===== src/hw/rtl/pbwt_pkg.sv =====
package pbwt_pkg;

  typedef struct packed {
    logic [7:0] data_byte;
    logic       last_byte;
  } in_word_t;

  typedef struct packed {
    logic [31:0] field_number;
    logic [2:0]  wire_kind;
    logic [63:0] field_value;
    logic [1:0]  status;
    logic        end_of_message;
  } out_word_t;

  localparam logic [1:0] ST_OK        = 2'd0;
  localparam logic [1:0] ST_TOO_LONG  = 2'd1;
  localparam logic [1:0] ST_BAD_TYPE  = 2'd2;
  localparam logic [1:0] ST_TRUNCATED = 2'd3;

  localparam logic [2:0] WT_VARINT  = 3'd0;
  localparam logic [2:0] WT_FIXED64 = 3'd1;
  localparam logic [2:0] WT_LENGTH  = 3'd2;
  localparam logic [2:0] WT_FIXED32 = 3'd5;

  localparam logic [3:0] VARINT_LAST_IDX = 4'd9;

  function automatic logic [63:0] varint_bits(input logic [3:0] idx, input logic [7:0] b);
    logic [63:0] ext;
    ext = {57'd0, b[6:0]};
    if (idx < VARINT_LAST_IDX) begin
      varint_bits = ext << (7'(idx) * 7'd7);
    end else if (idx == VARINT_LAST_IDX) begin
      varint_bits = {b[0], 63'd0};
    end else begin
      varint_bits = 64'd0;
    end
  endfunction

endpackage


===== src/hw/rtl/pbwt_in_stage.sv =====
module pbwt_in_stage (
  input  logic               clk,
  input  logic               rst_n,
  input  logic               in_valid,
  output logic               in_stall,
  input  pbwt_pkg::in_word_t in_data,
  input  logic               advance,
  output logic               held_valid,
  output pbwt_pkg::in_word_t held_data
);

  logic               v_r, v_nxt;
  pbwt_pkg::in_word_t d_r;
  logic               take;

  assign in_stall   = v_r && !advance;
  assign take       = in_valid && !in_stall;
  assign held_valid = v_r;
  assign held_data  = d_r;

  always_comb begin
    v_nxt = v_r;
    if (take) begin
      v_nxt = 1'b1;
    end else if (advance) begin
      v_nxt = 1'b0;
    end
  end

  always_ff @(posedge clk) begin
    if (!rst_n) begin
      v_r <= 1'b0;
    end else begin
      v_r <= v_nxt;
    end
  end

  always_ff @(posedge clk) begin
    if (take) begin
      d_r <= in_data;
    end
  end

endmodule


===== src/hw/rtl/pbwt_parse.sv =====
module pbwt_parse (
  input  logic                clk,
  input  logic                rst_n,
  input  logic                go,
  input  pbwt_pkg::in_word_t  word,
  output logic                res_valid,
  output pbwt_pkg::out_word_t res
);

  localparam logic [2:0] PH_KEY     = 3'd0;
  localparam logic [2:0] PH_VARINT  = 3'd1;
  localparam logic [2:0] PH_FIXED   = 3'd2;
  localparam logic [2:0] PH_LENGTH  = 3'd3;
  localparam logic [2:0] PH_PAYLOAD = 3'd4;

  logic [2:0]  phase_r, phase_nxt;
  logic [3:0]  cnt_r, cnt_nxt;
  logic [63:0] acc_r, acc_nxt;
  logic [31:0] fld_r, fld_nxt;
  logic [2:0]  typ_r, typ_nxt;
  logic [63:0] rem_r, rem_nxt;
  logic        disc_r, disc_nxt;

  logic [7:0]  b;
  logic        last;
  logic [63:0] acc_fix;
  logic [63:0] acc_var;
  logic [63:0] rem_dec;
  logic        fix_done;
  logic        clear;
  logic [31:0] key_fld;
  logic [2:0]  key_typ;

  assign b        = word.data_byte;
  assign last     = word.last_byte;
  assign acc_fix  = acc_r | ({56'd0, b} << {cnt_r[2:0], 3'b000});
  assign acc_var  = acc_r | pbwt_pkg::varint_bits(cnt_r, b);
  assign rem_dec  = rem_r - 64'd1;
  assign fix_done = cnt_r[2:0] == ((typ_r == pbwt_pkg::WT_FIXED64) ? 3'd7 : 3'd3);
  assign key_fld  = acc_var[34:3];
  assign key_typ  = acc_var[2:0];

  always_comb begin
    phase_nxt = phase_r;
    cnt_nxt   = cnt_r;
    acc_nxt   = acc_r;
    fld_nxt   = fld_r;
    typ_nxt   = typ_r;
    rem_nxt   = rem_r;
    disc_nxt  = disc_r;
    clear     = 1'b0;
    res_valid = 1'b0;
    res.field_number   = fld_r;
    res.wire_kind      = typ_r;
    res.field_value    = 64'd0;
    res.status         = pbwt_pkg::ST_OK;
    res.end_of_message = last;

    if (go) begin
      if (disc_r) begin
        if (last) begin
          disc_nxt = 1'b0;
          clear    = 1'b1;
        end
      end else begin
        case (phase_r)
          PH_FIXED: begin
            if (fix_done) begin
              res_valid       = 1'b1;
              res.field_value = acc_fix;
              clear           = 1'b1;
            end else if (last) begin
              res_valid  = 1'b1;
              res.status = pbwt_pkg::ST_TRUNCATED;
              clear      = 1'b1;
            end else begin
              acc_nxt = acc_fix;
              cnt_nxt = cnt_r + 4'd1;
            end
          end
          PH_PAYLOAD: begin
            if (rem_dec == 64'd0) begin
              res_valid       = 1'b1;
              res.field_value = acc_r;
              clear           = 1'b1;
            end else if (last) begin
              res_valid  = 1'b1;
              res.status = pbwt_pkg::ST_TRUNCATED;
              clear      = 1'b1;
            end else begin
              rem_nxt = rem_dec;
            end
          end
          default: begin
            if (b[7]) begin
              if (cnt_r == pbwt_pkg::VARINT_LAST_IDX) begin
                res_valid  = 1'b1;
                res.status = pbwt_pkg::ST_TOO_LONG;
                clear      = 1'b1;
                disc_nxt   = !last;
              end else if (last) begin
                res_valid  = 1'b1;
                res.status = pbwt_pkg::ST_TRUNCATED;
                clear      = 1'b1;
              end else begin
                acc_nxt = acc_var;
                cnt_nxt = cnt_r + 4'd1;
              end
            end else if (phase_r == PH_VARINT) begin
              res_valid       = 1'b1;
              res.field_value = acc_var;
              clear           = 1'b1;
            end else if (phase_r == PH_LENGTH) begin
              if (acc_var == 64'd0) begin
                res_valid = 1'b1;
                clear     = 1'b1;
              end else if (last) begin
                res_valid  = 1'b1;
                res.status = pbwt_pkg::ST_TRUNCATED;
                clear      = 1'b1;
              end else begin
                rem_nxt   = acc_var;
                acc_nxt   = acc_var;
                cnt_nxt   = 4'd0;
                phase_nxt = PH_PAYLOAD;
              end
            end else begin
              res.field_number = key_fld;
              res.wire_kind    = key_typ;
              if (key_typ != pbwt_pkg::WT_VARINT && key_typ != pbwt_pkg::WT_FIXED64 &&
                  key_typ != pbwt_pkg::WT_LENGTH && key_typ != pbwt_pkg::WT_FIXED32) begin
                res_valid  = 1'b1;
                res.status = pbwt_pkg::ST_BAD_TYPE;
                clear      = 1'b1;
                disc_nxt   = !last;
              end else if (last) begin
                res_valid  = 1'b1;
                res.status = pbwt_pkg::ST_TRUNCATED;
                clear      = 1'b1;
              end else begin
                fld_nxt = key_fld;
                typ_nxt = key_typ;
                acc_nxt = 64'd0;
                cnt_nxt = 4'd0;
                if (key_typ == pbwt_pkg::WT_VARINT) begin
                  phase_nxt = PH_VARINT;
                end else if (key_typ == pbwt_pkg::WT_LENGTH) begin
                  phase_nxt = PH_LENGTH;
                end else begin
                  phase_nxt = PH_FIXED;
                end
              end
            end
          end
        endcase
      end
    end

    if (clear) begin
      phase_nxt = PH_KEY;
      cnt_nxt   = 4'd0;
      acc_nxt   = 64'd0;
      fld_nxt   = 32'd0;
      typ_nxt   = 3'd0;
      rem_nxt   = 64'd0;
    end
  end

  always_ff @(posedge clk) begin
    if (!rst_n) begin
      phase_r <= PH_KEY;
      cnt_r   <= 4'd0;
      acc_r   <= 64'd0;
      fld_r   <= 32'd0;
      typ_r   <= 3'd0;
      rem_r   <= 64'd0;
      disc_r  <= 1'b0;
    end else begin
      phase_r <= phase_nxt;
      cnt_r   <= cnt_nxt;
      acc_r   <= acc_nxt;
      fld_r   <= fld_nxt;
      typ_r   <= typ_nxt;
      rem_r   <= rem_nxt;
      disc_r  <= disc_nxt;
    end
  end

  a_no_result_while_dropping: assert property (@(posedge clk) disable iff (!rst_n)
    disc_r |-> !res_valid)
    else $error("result while dropping");

  a_last_returns_to_key: assert property (@(posedge clk) disable iff (!rst_n)
    go && last |=> phase_r == PH_KEY && !disc_r && cnt_r == 4'd0)
    else $error("parser not idle after last word");

  a_error_clears: assert property (@(posedge clk) disable iff (!rst_n)
    res_valid && res.status != pbwt_pkg::ST_OK |=> phase_r == PH_KEY && acc_r == 64'd0)
    else $error("state kept after error");

  a_error_value_zero: assert property (@(posedge clk) disable iff (!rst_n)
    res_valid && res.status != pbwt_pkg::ST_OK |-> res.field_value == 64'd0)
    else $error("nonzero value on error");

endmodule


===== src/hw/rtl/pbwt_out_stage.sv =====
module pbwt_out_stage (
  input  logic                clk,
  input  logic                rst_n,
  input  logic                load,
  input  pbwt_pkg::out_word_t load_data,
  output logic                room,
  output logic                out_valid,
  input  logic                out_stall,
  output pbwt_pkg::out_word_t out_data
);

  logic                v_r, v_nxt;
  pbwt_pkg::out_word_t d_r;

  assign room      = !v_r || !out_stall;
  assign out_valid = v_r;
  assign out_data  = d_r;

  always_comb begin
    v_nxt = v_r;
    if (load) begin
      v_nxt = 1'b1;
    end else if (!out_stall) begin
      v_nxt = 1'b0;
    end
  end

  always_ff @(posedge clk) begin
    if (!rst_n) begin
      v_r <= 1'b0;
    end else begin
      v_r <= v_nxt;
    end
  end

  always_ff @(posedge clk) begin
    if (load) begin
      d_r <= load_data;
    end
  end

endmodule


===== src/hw/rtl/protobuf_wire_field_tokenizer.sv =====
// channel | handshake             | word
// input   | in_valid, in_stall    | in_data: data_byte, last_byte
// output  | out_valid, out_stall  | out_data: field_number, wire_kind, field_value, status, eom
// One byte per cycle while out_stall is low; out_valid is driven by the result register.
// Rate is set by the single parse step between the input and result registers.
// rst_n is synchronous: it empties both registers and returns the parser to key.
// A stalled full result register holds a full input register, so in_stall rises at once.
module protobuf_wire_field_tokenizer (
  input  logic                clk,
  input  logic                rst_n,
  input  logic                in_valid,
  output logic                in_stall,
  input  pbwt_pkg::in_word_t  in_data,
  output logic                out_valid,
  input  logic                out_stall,
  output pbwt_pkg::out_word_t out_data
);

  logic                held_valid;
  pbwt_pkg::in_word_t  held_data;
  logic                room;
  logic                advance;
  logic                res_valid;
  pbwt_pkg::out_word_t res;

  assign advance = held_valid && room;

  pbwt_in_stage u_in (
    .clk        (clk),
    .rst_n      (rst_n),
    .in_valid   (in_valid),
    .in_stall   (in_stall),
    .in_data    (in_data),
    .advance    (advance),
    .held_valid (held_valid),
    .held_data  (held_data)
  );

  pbwt_parse u_parse (
    .clk       (clk),
    .rst_n     (rst_n),
    .go        (advance),
    .word      (held_data),
    .res_valid (res_valid),
    .res       (res)
  );

  pbwt_out_stage u_out (
    .clk       (clk),
    .rst_n     (rst_n),
    .load      (res_valid),
    .load_data (res),
    .room      (room),
    .out_valid (out_valid),
    .out_stall (out_stall),
    .out_data  (out_data)
  );

endmodule


===== config.mk =====
export PLATFORM = sky130hd
export DESIGN_NAME = protobuf_wire_field_tokenizer
export DESIGN_NICKNAME = d
export VERILOG_FILES = /design/src/hw/rtl/pbwt_pkg.sv /design/src/hw/rtl/pbwt_in_stage.sv /design/src/hw/rtl/pbwt_parse.sv /design/src/hw/rtl/pbwt_out_stage.sv /design/src/hw/rtl/protobuf_wire_field_tokenizer.sv
export SDC_FILE = /design/constraint.sdc
export NUM_CORES = 1
export LEC_CHECK = 0
export ABC_AREA = 1
export BUFFER_PORTS_ARGS = -buffer_cell sky130_fd_sc_hd__buf_2
export CAP_MARGIN = 20
export CORE_MARGIN = 8
export CORE_UTILIZATION = 47
export CTS_BUF_LIST = sky130_fd_sc_hd__clkbuf_8
export DETAILED_ROUTE_END_ITERATION = 10
export PLACE_DENSITY = 0.7
export SLEW_MARGIN = 20
export SYNTH_ARGS = -nofsm -noshare
export SYNTH_HDL_FRONTEND = slang
export SYNTH_SLANG_ARGS = --single-unit

===== constraint.sdc =====
create_clock -name clk -period 5.8 [get_ports clk]
set_clock_uncertainty 0.2 [all_clocks]
set_input_delay 0.58 -clock clk [delete_from_list [all_inputs] [get_ports clk]]
set_output_delay 0.58 -clock clk [all_outputs]
set_load 0.03 [all_outputs]

==> metrics.yaml <==
global_route:
  grt_start_max_net_pins: 75
  grt_pass1_vias: 18300
  antenna_found_initial: 2
  gr-total-overflow: 0
  gr-usage-all-layers_pct: 29.0
  grt_pass1_wl_um: 104000
placement:
  place_congestion: 0.979
  place_inst: 3416
  io_buffers: 116
  hpwl_um: 46600
yosys:
  synth_edf_count: 111
  synth_area_leaders: "dfxtp_1 19%, edfxtp_1 18%, nand2_1 16%, nor2_1 8.9%, inv_1 7.5%"
  async_flop_share_pct: 0
  synth_top_cell_by_area: "dfxtp_1"
  ys_seq_area_share_pct: 37.0
  ys.flop_type: "dfxtp_1"
  avgSynthCellArea_sq_um: 6.34
  synthTopCellsByCount: "787 x nand2_1, 435 x nor2_1, 369 x inv_1, 253 x nand3_1, 177 x o21ai_0"
  synth_most_common_cell: "nand2_1"
  synth.distinct_cells: 41
  netlist_instances: 2896
  ys_seq_elements: 284
  synth_area_sq_um: 18400
  syn_nets: 2914
  yosys.area.top_type_share_pct: 18.9
  yosys_warnings: 0
route:
  dr.pass1.iters: 6
  viasPerCell: 5.52
  drt_iter0_drc: 2137
  vias: 19500
  drt_wl_total_um: 66300
  postRouteAntennaNets: 0
  wl_per_cell_um: 18.8
  drc: 0
floorplan:
  boundaryPins: 117
  row_count: 72
  core-area_sq_um: 38600
  die_area_sq_um: 45600
  die_h_um: 214
  die_x_um: 214
  initial_core_util_pct: 47.5
clocking:
  numCtsBuffers: 51
  cts_root_buffer: "clkbuf_8"
  path_clk_slew_ps: 60
  cts_tree: "built"
  insertion_delay_ps: 670
  cts-hold-fix-buffers: 11
  clock_path_buffers: 3
  cts_resized: 0
  post_cts_buffers: 0
  clock_sinks: 284
  htree_levels: 2
worst_setup_path:
  crit_slowest_cell: "o21ai_0"
  worstPathCellList: "inv_2 -> nor2_2 -> nand3_1 -> o21ai_0 -> nor2_1 -> nand2_1 -> nor2_1 -> nand2_1 -> nor2_1 -> nand3_2 -> nand2_1 -> nand2_1 -> nand3_4 -> buf_4 -> nand2_1 -> o21ai_1 -> inv_1 -> nor2_1"
  worstPathMaxFanout: 52
  path_common_cell: "nand2_1"
  cp_slowest_stage_delay_ps: 800
  crit_path_end_kind: "flop"
  path_class: "reg -> reg"
  worstPathArrival_ps: 4890
  crit_path_start_kind: "flop"
  required_ps: 6120
final_layout:
  n_antenna_cell: 0
  final-instance-count-excl-fill: 3523
  nNetsFinal: 2980
  layout-drive-gt1-share_pct: 9.68
  area.growth.synth_to_final_pct: 10.5
sta:
  fin_crit_sh_pct: 78.8
  slew_violations: 0
  setup_viol_count_final: 0
  maxSlewHeadroom_pct: 36.0
  max_freq_mhz: 219
  rsz0062_at_grt: "no"
  worst_slew_pin_slew_ps: 950
  fin_tns_setup_ps: 0
  final_hold_viol_count: 0
  min_period_ps: 4570
power:
  powerDensity_nw_per_um2: 213
  leakage_nw: 9.48
  peakVddDrop_mv: 0.141
worst_hold_path:
  hold_class: "in -> reg"
run:
  max-cap-violations: 0
outcome:
  outcome: "completed"
through the flow:
step           hold slack, ps  total power (W)  setup slack, ps  utilization (%)  cell area (sq um)
5_1_grt                  26.2          0.00447              887             52.5              20300
3_5_place_dp              289          0.00251             1420             49.7              19200
3_3_place_gp              278          0.00251             1560             49.7              19200
6_report                 41.9          0.00432             1230             52.5              20300
2_1_floorplan             266          0.00241              932                -              18400
4_1_cts                 0.537          0.00435             1370             52.5              20300
critical path, delay by kind of cell, from the launching register on:
family                 cells  cell delay [ps]
AOI/OAI and AO/OA          2              880
buffers and inverters      3              800
DFF                        1              630
and+or+nand+nor           13             1880
where the power goes:
part           total (W)  switching, W  internal (W)
clock network    0.00184      0.000901      0.000935
registers        0.00212     0.0000210       0.00210
logic           0.000360      0.000283     0.0000765
layout by cell type, fill, tap and decap left out, types with 21 or more instances in the layout:
cell type / instances
o21ai_1: 99
buf_4: 37
inv_1: 388
inv_2: 21
clkbuf_8: 56
edfxtp_1: 111
a22oi_1: 33
nor2_1: 432
a21oi_1: 134
o21ai_0: 177
nand4_1: 27
nand2_1: 783
o211ai_1: 24
nand3_1: 252
dfxtp_1: 173
buf_2: 116
final timing paths:
path                            cells past startpoint                end        startpoint  slack (ps)
worst max-delay path                               18  u_parse.acc_r[30]  u_parse.cnt_r[0]        1230
worst min-delay path                                3     u_parse.disc_r             rst_n          40
worst max register to register                     18  u_parse.acc_r[30]  u_parse.cnt_r[0]        1230
worst min register to register                      2   u_parse.fld_r[3]  u_parse.fld_r[3]         300
cell families after synthesis:
kind of cell	Yosys count	synth area share [%]
compound gates	484	14.2
simple gates	1559	35.1
mux	2	0.109
xor+xnor	17	0.811
fa+ha+maj	5	0.341
flops	284	37.0
buf+inv	545	12.3
per-layer routing:
| layer | vias to the layer above | share of wire, % | wire (um) | GRT usage [%] |
|---|---|---|---|---|
| li1 | 9394 | - | - | - |
| met1 | 8923 | 42 | 27600 | 38.2 |
| met2 | 951 | 44 | 29400 | 45.0 |
| met3 | 190 | 8.3 | 5490 | 4.38 |
| met4 | 4 | 5.8 | 3840 | 16.4 |
| met5 | - | 0.039 | 26 | 0 |
sequential cells by signal, summed over array words and instances, names as in the netlist:
signal           cells
u_in.held_data       9
u_in.held_valid      1
u_out.out_data     102
u_out.out_valid      1
u_parse.acc_r       64
u_parse.cnt_r        4
u_parse.disc_r       1
u_parse.fld_r       32
u_parse.phase_r      3
u_parse.rem_r       64
u_parse.typ_r        3
cell type report:
cell class | instances | area [sq um]
Tap cell | 518 | 648
Sequential cell | 284 | 6800
Clock inverter | 40 | 200
Inverter | 391 | 1470
Multi-Input combinational cell | 2067 | 9360
Clock buffer | 56 | 771
Fill cell | 3893 | 18400
Timing Repair Buffer | 167 | 1030
Note: power is estimated with default switching activity, not from simulation.
